File: config.mk
export PLATFORM = sky130hd
export DESIGN_NAME = rvx_div
export DESIGN_NICKNAME = d
export VERILOG_FILES = /design/src/rvx_pkg.sv /design/src/rvx_div.sv
export SDC_FILE = /design/constraint.sdc
export NUM_CORES = 1
export LEC_CHECK = 0
export ABC_AREA = 1
export BUFFER_PORTS_ARGS = -buffer_cell sky130_fd_sc_hd__buf_4
export CAP_MARGIN = 10
export CORE_ASPECT_RATIO = 1.75
export CORE_MARGIN = 1.5
export CORE_UTILIZATION = 61
export DETAILED_ROUTE_END_ITERATION = 16
export GPL_TIMING_DRIVEN = 0
export PLACE_DENSITY = 0.87
export SYNTH_ARGS = -nofsm -noshare
export SYNTH_HDL_FRONTEND = slang
export SYNTH_SLANG_ARGS = --single-unit
File: constraint.sdc
create_clock -name clk -period 3.84 [get_ports clk]
set_input_delay 0.768 -clock clk [delete_from_list [all_inputs] [get_ports clk]]
set_output_delay 0.768 -clock clk [all_outputs]
set_load 0.02 [all_outputs]
File: src/rvx_pkg.sv
package rvx_pkg;

  // Major opcodes.
  localparam logic [6:0] OP_LUI    = 7'h37;
  localparam logic [6:0] OP_AUIPC  = 7'h17;
  localparam logic [6:0] OP_JAL    = 7'h6f;
  localparam logic [6:0] OP_JALR   = 7'h67;
  localparam logic [6:0] OP_BRANCH = 7'h63;
  localparam logic [6:0] OP_LOAD   = 7'h03;
  localparam logic [6:0] OP_STORE  = 7'h23;
  localparam logic [6:0] OP_IMM    = 7'h13;
  localparam logic [6:0] OP_REG    = 7'h33;
  localparam logic [6:0] OP_SYSTEM = 7'h73;

  localparam logic [31:0] ECALL_WORD = 32'h0000_0073;
  localparam logic [31:0] UPPER_MASK = 32'hffff_f000;

  // Environment call numbers held in a7.
  localparam logic [31:0] CALL_GETC  = 32'd1;
  localparam logic [31:0] CALL_PUTC  = 32'd2;
  localparam logic [31:0] CALL_EXIT  = 32'd3;
  localparam logic [31:0] CALL_EXIT2 = 32'd93;

  localparam logic [4:0] REG_A0 = 5'd10;
  localparam logic [4:0] REG_A7 = 5'd17;

  localparam logic [6:0] F7_BASE = 7'h00;
  localparam logic [6:0] F7_ALT  = 7'h20;
  localparam logic [6:0] F7_MULDIV = 7'h01;

  // Stop causes.
  localparam logic [1:0] CAUSE_RUN     = 2'd0;
  localparam logic [1:0] CAUSE_EXIT    = 2'd1;
  localparam logic [1:0] CAUSE_BADCALL = 2'd2;
  localparam logic [1:0] CAUSE_ILLEGAL = 2'd3;

  localparam logic ACT_LOADW = 1'b0;

  typedef enum logic [3:0] {
    S_IDLE, S_AMOD, S_AWAIT, S_WRITE, S_RD_ADDR, S_RD_DATA,
    S_REGRD, S_EXEC, S_MUL, S_DIVGO, S_DIVW, S_FIN
  } state_t;

  typedef enum logic [1:0] {PH_LOADW, PH_FETCH, PH_LOAD, PH_STORE} phase_t;

  typedef enum logic [2:0] {EX_DONE, EX_MUL, EX_DIV, EX_LOAD, EX_STORE} ex_kind_t;

  typedef struct packed {
    logic        start;
    logic [31:0] dividend;
    logic [31:0] divisor;
  } div_req_t;

  typedef struct packed {
    logic        done;
    logic [31:0] quo;
    logic [31:0] rem;
  } div_rsp_t;

endpackage

File: src/rvx_div.sv
module rvx_div (
  input  logic            clk,
  input  logic            rst_n,
  input  rvx_pkg::div_req_t req,
  output rvx_pkg::div_rsp_t rsp
);
  import rvx_pkg::*;

  logic        busy_r, done_r;
  logic [5:0]  cnt_r;
  logic [31:0] rem_r, quo_r, dvs_r;
  logic [32:0] shifted, diff;
  logic        ge;

  // One restoring step per cycle, quotient bits shift in from the right.
  always_comb begin
    shifted = {rem_r, quo_r[31]};
    diff    = shifted - {1'b0, dvs_r};
    ge      = ~diff[32];
  end

  always_ff @(posedge clk) begin
    if (!rst_n) begin
      busy_r <= 1'b0;
      done_r <= 1'b0;
      cnt_r  <= '0;
    end else begin
      done_r <= 1'b0;
      if (req.start) begin
        busy_r <= 1'b1;
        cnt_r  <= 6'd32;
      end else if (busy_r) begin
        cnt_r <= cnt_r - 6'd1;
        if (cnt_r == 6'd1) begin
          busy_r <= 1'b0;
          done_r <= 1'b1;
        end
      end
    end
  end

  always_ff @(posedge clk) begin
    if (req.start) begin
      rem_r <= '0;
      quo_r <= req.dividend;
      dvs_r <= req.divisor;
    end else if (busy_r) begin
      rem_r <= ge ? diff[31:0] : shifted[31:0];
      quo_r <= {quo_r[30:0], ge};
    end
  end

  assign rsp.done = done_r;
  assign rsp.quo  = quo_r;
  assign rsp.rem  = rem_r;

endmodule

==> out/qor.yml, run 1 <==
clock_latency_ns: 0.35
synth-main-ff-cell: "edfxtp_1"
synth_edf_count: 64
p_per_area_mw_per_mm2: 319
port-buffer-count: 131
status: "finished clean"
async_flop_share_pct: 0
setup_viol: 0
yosys.area_share.simple_pct: 36.5
wl_per_cell_um: 13.9
cp.buffers_inverters: 3
cts_buffer_depth: 2
r2r-start: "quo_r[31]"
cp_max_fo: 10
grt_pass1_vias: 6417
grt_use_total_pct: 30.9
seq_area_frac_synth_pct: 39.5
cts_hold_buf: 0
clk_pin_slew_ns: 0.08
yosys_warnings: 0
fp-row-count: 51
cts-root-buf: "clkbuf_16"
arrival_ns: 3.01
synth_common_cells: "nand2_1, inv_1, edfxtp_1, nand3_1, nor2_1"
setup_ws_ns: 1.06
die_area_sq_mm: 0.0120
fin_tns_setup_ns: 0
numCtsBuffers: 9
synth_top_cell_area_share_pct: 27.9
die_x_um: 83.4
num-fill-cells: 894
tightest_slew_ns: 0.599
drcViolationCount: 0
p_clk_share_pct: 35.1
combPwrFrac_pct: 16.1
synthAdderAreaFrac_pct: 6.46
p_int_mw: 1.90
vias: 6580
rsz0062_at_grt: "no"
grt_max_degree: 34
cp-startpoint: "quo_r[31]"
cts-resized-gates: 0
crit_path_cell_trace: "inv_1, ha_1, fa_1, inv_1, nand2_1, nand2_1, nand3_1, nand2_1, nand2_1, nand2_1, nand2_2, nand2_2, nand2_2, nand2_4, buf_6, nand2_1, nand3_1, nand2_1"
drive_gt1_share_pct: 13.6
tritoncts: "built"
drt_iter0_markers: 372
yosys.area.top_type: "edfxtp_1"
synth_compound_area_share_pct: 2.00
required_ns: 4.08
finalClockSkew_ns: 0.0103
max_freq_ghz: 0.360
clock_sinks: 104
dp_slack_ns: 0.630
first_pass_iters: 6
gp_congestion: 0.989
fp.dieH_um: 144
hold_path_class: "flip-flop to flip-flop"
relSlewSlack_pct: 60.1
critical_path_class: "flip-flop to flip-flop"
ios: 132
coreArea_sq_mm: 0.0110
vias_per_cell: 4.96
place_hpwl_um: 14700
sw_frac_of_total_pct: 28.9
cts_setup_buffers: 0
p_seq_share_pct: 48.8
finalNetCount: 1292
synth_most_common_cell: "nand2_1"
p_total_mw: 2.67
power.leakage_nw: 4.71
num_antenna_cells: 0
syn_area_sq_mm: 0.00689
grt-ovfl-total: 0
synthToLayoutAreaGrowth_pct: 21.2
switchingPower_mw: 0.772
hold_start: "rem_r[16]"
syn_area_per_cell_sq_um: 6.58
synthXorXnorAreaFrac_pct: 2.16
ir_drop_mv: 0.247
h-tree-depth: 3
synthTopCellsByArea: "edfxtp_1, nand2_1, inv_1"
wirelength_um: 18400
antenna_found_initial: 0
drv_slew: 0
syn_nets: 1149
start_util_pct: 62.4
grt_pass1_wl_um: 28800
endpoint_kind: "flip-flop"
hold_violations: 0
drv_cap: 0
yosysUniqueCellTypes: 33
synth_seq_cells: 104
period_needed_ns: 2.78
synth_cells: 1047
slowest_delay_ns: 0.41
synth_mux_area_share_pct: 0
final_antenna_net_count: 0
cp_slowest_cell: "fa_1"
layout_worst_path_cycle_share_pct: 72.3
path_delay_family: "simple AND/OR/NAND/NOR gates"
synth_top_family_by_area: "simple AND/OR/NAND/NOR gates"
path_common_cell: "nand2_1"
cp-start-kind: "flip-flop"
==> layout by cell type, fill, tap and decap left out, drive strengths merged <==
| master | synthesis | layout |
|---|---|---|
| xnor2 | 14 | 14 |
| and3 | 2 | 2 |
| clkinv | 1 | 2 |
| dfxtp | 40 | 40 |
| a211oi | 1 | 1 |
| or2 | 1 | 1 |
| a21o | 1 | 1 |
| o21bai | 1 | 1 |
| nand4 | 5 | 5 |
| fa | 1 | 1 |
| edfxtp | 64 | 64 |
| and2 | 5 | 5 |
| nor3b | 2 | 2 |
| nand3 | 58 | 58 |
| clkbuf | 13 | 23 |
| nor3 | 11 | 11 |
| buf | 6 | 138 |
| inv | 218 | 223 |
| ha | 34 | 34 |
| nand3b | 1 | 1 |
| xor2 | 3 | 3 |
| nand2 | 487 | 487 |
| nor2 | 55 | 55 |
| a21oi | 17 | 17 |
| o21ai | 6 | 6 |
==> metrics by stage <==
stage	util, %	hold slack (ns)	instance area [sq um]	std cells
final	75.7	0.491	8350	1327
after global routing	75.7	0.507	8350	1327
after global placement	72.8	0.477	8040	1310
after floorplan	-	0.461	6890	1047
after CTS	75.4	0.494	8330	1326
after detailed placement	72.8	0.481	8040	1310
==> area by class of cell <==
class                   instances  area [sq um]  area share (%)
clock inverters                 6          57.6           0.689
repair buffers                132          1010            12.1
plain buffers                  19           101            1.21
well taps                     132           165            1.98
clock buffers                  10           229            2.74
multi-input cells             705          3250            38.8
inverters                     219           822            9.84
flip-flops and latches        104          2720            32.6
==> flip-flops by register name, summed over array words and instances (netlist names) <==
signal and cells:
busy_r 1, quo_r 32, cnt_r 6, rem_r 32, dvs_r 32, done_r 1
==> routing by layer <==
| metal | share of wire [%] | track usage [%] |
|---|---|---|
| met5 | 0 | 0 |
| met1 | 36 | 30.3 |
| met3 | 4.6 | 5.34 |
| met4 | 5.4 | 19.0 |
| met2 | 54 | 59.3 |
==> power by group through the flow <==
stage          Combinational, mW  Clock (mW)  Sequential, mW
2_1_floorplan              0.202           0            1.36
3_3_place_gp               0.416           0            1.32
3_5_place_dp               0.424           0            1.33
4_1_cts                    0.426       0.930            1.30
5_1_grt                    0.474       0.974            1.31
6_report                   0.431       0.936            1.30
==> cell families (layout without fill, tap and decap cells) <==
family	count (synthesis)	in the layout
XOR/XNOR	17	17
AND/OR/NAND/NOR	627	627
AO/OA/AOI/OAI	26	26
adder cells (fa/ha/maj)	35	35
buffers and inverters	238	386
flip-flops	104	104
==> worst min-delay path, stage by stage, from the launching register on <==
cell,delay (ns)
dfxtp_1,0.34
nand2_1,0.07
nand2_1,0.05
==> worst paths after layout <==
path	depth (start not counted)	slack, ns	endpoint
setup / recovery	18	1.06	rem_r[5]
hold / removal	2	0.49	rem_r[16]
setup reg to reg	18	1.06	rem_r[5]
hold reg to reg	2	0.49	rem_r[16]
(Power assumes the default switching activity.)
==> run 2, diff against run 1 <==
- CORE_UTILIZATION: 61 -> 51
- PLACE_DENSITY: 0.87 -> 0.77
- clock period: 3.84 -> 2.25 ns (I/O delays scaled with it)
==> out/qor.yml, run 2 (same netlist as run 1, synthesis figures left out) <==
h-tree-depth: 3
arrival_ns: 2.46
tightest_slew_ns: 0.772
final_antenna_net_count: 0
hold_slack_ns: 0.263
numCtsBuffers: 9
coreArea_sq_mm: 0.0133
setup_ws_ns: -0.112
drt_iter0_markers: 362
relSlewSlack_pct: 48.5
status: "finished, violations left"
grt_use_total_pct: 27.4
fp.dieH_um: 157
setup_viol: 32
clock_sinks: 104
design_area_sq_mm: 0.00920
clock_latency_ns: 0.36
vias_per_cell: 4.84
layout_worst_path_cycle_share_pct: 105
finalNetCount: 1313
finalClockSkew_ns: 0.00802
drive_gt1_share_pct: 23.0
grt_pass1_vias: 6545
die_x_um: 90.9
critical_path_class: "flip-flop to flip-flop"
fp-row-count: 56
vias: 6733
die_area_sq_mm: 0.0142
final_cell_mix: "nand2_1, inv_1, buf_4"
cp-start-kind: "flip-flop"
grt_pass1_wl_um: 30400
drv_cap: 0
p_total_mw: 4.61
drv_slew: 0
ios: 132
port-buffer-count: 131
largest_registers: "dvs_r x32, quo_r x32, rem_r x32"
power.leakage_nw: 4.94
grt-ovfl-total: 0
period_needed_ns: 2.36
start_util_pct: 51.8
grt_max_degree: 34
drcViolationCount: 0
antenna_found_initial: 0
hold_violations: 0
hold_path_class: "primary input to flip-flop"
cts_hold_buf: 0
tritoncts: "built"
final_common_cell: "nand2_1"
required_ns: 2.34
ir_drop_mv: 0.387
gp_congestion: 0.974
place_hpwl_um: 14800
wl_per_cell_um: 14.4
clk_pin_slew_ns: 0.08
wirelength_um: 20000
synthToLayoutAreaGrowth_pct: 33.4
num_antenna_cells: 0
cts-root-buf: "clkbuf_16"
dpl_cell_area_sq_mm: 0.00810
endpoint_kind: "flip-flop"
final_core_util_pct: 69.1
violations: "negative setup slack"
max_freq_ghz: 0.423
rsz0062_at_grt: "yes"
cts_buffer_depth: 2
cp_max_fo: 8
fin_tns_setup_ns: -2.50
first_pass_iters: 7
p_per_area_mw_per_mm2: 501
==> run 2: changes by cell type in the layout (fill, tap and decap cells not counted), moves of 10 or more <==
cell / delta
nand2_4: +12
nand2_2: +32
nand3_1: -24
ha_1: -11
buf_4: +10
nand2_1: -46
nand3_2: +21
==> run 2: worst paths after layout <==
check / startpoint / endpoint / slack [ns] / cells past startpoint
max: dvs_r[0] / quo_r[0] / -0.11 / 15
max reg2reg: dvs_r[0] / quo_r[0] / -0.11 / 15
min: req[12] / dvs_r[12] / 0.26 / 1
min reg2reg: rem_r[18] / rem_r[18] / 0.48 / 2
==> run 2: layout make-up <==
| class | instances | area, sq um |
|---|---|---|
| inverter | 219 | 826 |
| timing repair buffer | 152 | 1240 |
| buffer | 19 | 141 |
| clock buffer | 10 | 229 |
| multi-input combinational | 705 | 3740 |
| tap | 174 | 218 |
| fill | 1171 | 4120 |
| clock inverter | 6 | 62.6 |
| timing repair inverter | 1 | 7.51 |
| sequential | 104 | 2730 |
==> run 2: worst max-delay path: stages, from the launching register on <==
cell and delay (ns):
edfxtp_1 0.41, ha_2 0.21, fa_2 0.35, inv_2 0.07, nand2_2 0.05, nand2_2 0.08, nand3_2 0.07, nand2_2 0.09
nand2_2 0.07, nand2_4 0.08, nand2_4 0.09, nand2_4 0.09, nand2_4 0.07, nand2_8 0.16, buf_8 0.15, o21ai_1 0.06
==> run 2: metrics by stage <==
step / worst slack (ns) / instances
6_report: -0.112 / 1390
3_5_place_dp: -0.713 / 1352
4_1_cts: -0.0871 / 1380
3_3_place_gp: -0.651 / 1352
2_1_floorplan: -0.0595 / 1047
5_1_grt: -0.222 / 1390
==> run 2: layer usage <==
metal | up-vias | GRT usage (%) | routed length, um
met5 | - | 0 | 0
met4 | 0 | 11.6 | 970
met3 | 52 | 4.62 | 911
met2 | 204 | 54.6 | 10800
met1 | 3004 | 27.2 | 7350
li1 | 3473 | - | -
==> run 2: repair_timing <==
item	CTS	global route
pin swaps	15	63
gates resized for setup	56	82
endpoints found under the setup margin	66	62
setup buffers	9	7
cloned	3	3
==> run 2: power breakdown <==
group | internal (mW) | switching (mW)
Clock | 0.783 | 0.810
Sequential | 2.16 | 0.0596
Combinational | 0.322 | 0.475
Total | 3.27 | 1.34
==> run 3, diff against run 2 <==
- CORE_ASPECT_RATIO: 1.75 -> 1.25
==> out/qor.yml, run 3 (same netlist as run 1, synthesis figures left out) <==
status: "finished, violations left"
violations: "negative setup slack"
cts_hold_buf: 0
fp.dieH_um: 133
ir_drop_mv: 0.416
finalClockSkew_ns: 0.0177
cts_buffer_depth: 2
grt_pass1_vias: 6278
required_ns: 2.50
hold_path_class: "primary input to flip-flop"
grt-ovfl-total: 0
path_common_cell: "nand2_4"
drcViolationCount: 0
grt_pass1_wl_um: 29200
arrival_ns: 2.59
hold_violations: 0
final_cell_mix: "nand2_1, inv_1, buf_4"
rsz0062_at_grt: "yes"
cp_slowest_cell: "ha_1"
p_per_area_mw_per_mm2: 503
cp_max_fo: 7
fp-row-count: 47
setup_ws_ns: -0.0935
drv_cap: 0
h-tree-depth: 3
port-buffer-count: 131
ios: 132
grt_max_degree: 34
path_delay_family: "simple AND/OR/NAND/NOR gates"
finalNonFillerCells: 1381
wirelength_um: 18800
period_needed_ns: 2.34
tightest_slew_ns: 0.811
endpoint_kind: "flip-flop"
place_hpwl_um: 13800
vias_per_cell: 4.83
setup_viol: 33
clock_latency_ns: 0.37
power.leakage_nw: 4.86
met2_usage_pct: 46.2
num_antenna_cells: 0
grt_use_total_pct: 26.3
cts-root-buf: "clkbuf_16"
antenna_found_initial: 0
slowest_delay_ns: 0.37
place_inst: 1349
final_common_cell: "nand2_1"
critical_path_class: "flip-flop to flip-flop"
start_util_pct: 52.1
clock_sinks: 104
busiest_layer: "met2"
dp_slack_ns: -0.668
max_freq_ghz: 0.427
final_antenna_net_count: 0
tritoncts: "built"
drv_slew: 0
crit_path_cell_trace: "inv_1, ha_1, nand2_1, nor2_2, inv_2, nor2_2, and2_4, nand2_4, nand2_4, nand2_4, nand2_8, clkbuf_16, nand2_2, nand3_2, nand2_1"
relSlewSlack_pct: 45.9
numCtsBuffers: 9
die_x_um: 107
wl_per_cell_um: 13.6
first_pass_iters: 4
layout_worst_path_cycle_share_pct: 104
vias: 6672
drt_iter0_markers: 356
synthToLayoutAreaGrowth_pct: 30.6
die_area_sq_mm: 0.0142
cp-start-kind: "flip-flop"
drive_gt1_share_pct: 21.3
gp_congestion: 0.998
clk_pin_slew_ns: 0.08
finalNetCount: 1307
largest_registers: "dvs_r x32, quo_r x32, rem_r x32"
cp.buffers_inverters: 3
grt.met1_usage_pct: 29.9
coreArea_sq_mm: 0.0132
grt.met3_usage_pct: 6.21
## run 3: cell count changes in the layout (fill, tap and decap cells not counted), moves of 3 or more
cell / before / now
ha_2: 5 / 2
buf_6: 3 / 0
nand2_2: 36 / 23
nand2_1: 436 / 451
nor2_4: 3 / 0
ha_1: 23 / 26
nor2_2: 4 / 7
## run 3: layout make-up
class	instances	area [sq um]
Sequential cell	104	2720
Tap cell	171	214
Buffer	19	131
Timing Repair inverter	1	7.51
Fill cell	1209	4230
Inverter	219	826
Timing Repair Buffer	146	1150
Multi-Input combinational cell	705	3660
Clock buffer	10	229
Clock inverter	6	51.3
## run 3: path summary, 6_finish.rpt
kind	from	endpoint	slack, ns	depth (start not counted)
setup / recovery	dvs_r[23]	rem_r[11]	-0.09	15
hold / removal	req[17]	dvs_r[17]	0.26	1
setup reg to reg	dvs_r[23]	rem_r[11]	-0.09	15
hold reg to reg	rem_r[13]	rem_r[13]	0.49	2
## run 3: repair_timing
action / 4_1_cts / 5_1_grt
buffers inserted: 11 / 1
endpoints found under the setup margin: 65 / 33
resized for setup: 35 / 74
cloned: 2 / 2
pin swaps: 16 / 49
## run 3: stage by stage
stage	hold slack, ns	area (sq um)	utilization (%)	total power [mW]	setup TNS [ns]
2_1_floorplan	0.461	6900	-	2.68	-0.691
3_3_place_gp	0.476	8100	61.2	2.97	-26.46
3_5_place_dp	0.481	8100	61.2	2.98	-28.87
4_1_cts	0.249	8620	65.1	4.53	-2.52
5_1_grt	0.246	9000	68.0	4.71	-6.13
6_report	0.256	9000	68.0	4.53	-1.79
## run 3: where the power goes
| part | internal [mW] | switching [mW] |
|---|---|---|
| Clock | 0.771 | 0.762 |
| Sequential | 2.16 | 0.0637 |
| Combinational | 0.313 | 0.458 |
## run 3: routing by layer
metal,routed length [um],vias to the layer above
met5,0,-
met4,647,0
met3,1140,48
met2,9560,186
met1,7440,2966
li1,-,3472
## run 3: worst register-to-register path, cell delays in order, from the launching register on
cell	delay, ns
edfxtp_1	0.33
inv_1	0.05
ha_1	0.37
nand2_1	0.13
nor2_2	0.18
inv_2	0.07
nor2_2	0.18
and2_4	0.18
nand2_4	0.07
nand2_4	0.09
nand2_4	0.07
nand2_8	0.15
clkbuf_16	0.19
nand2_2	0.05
nand3_2	0.06
nand2_1	0.06
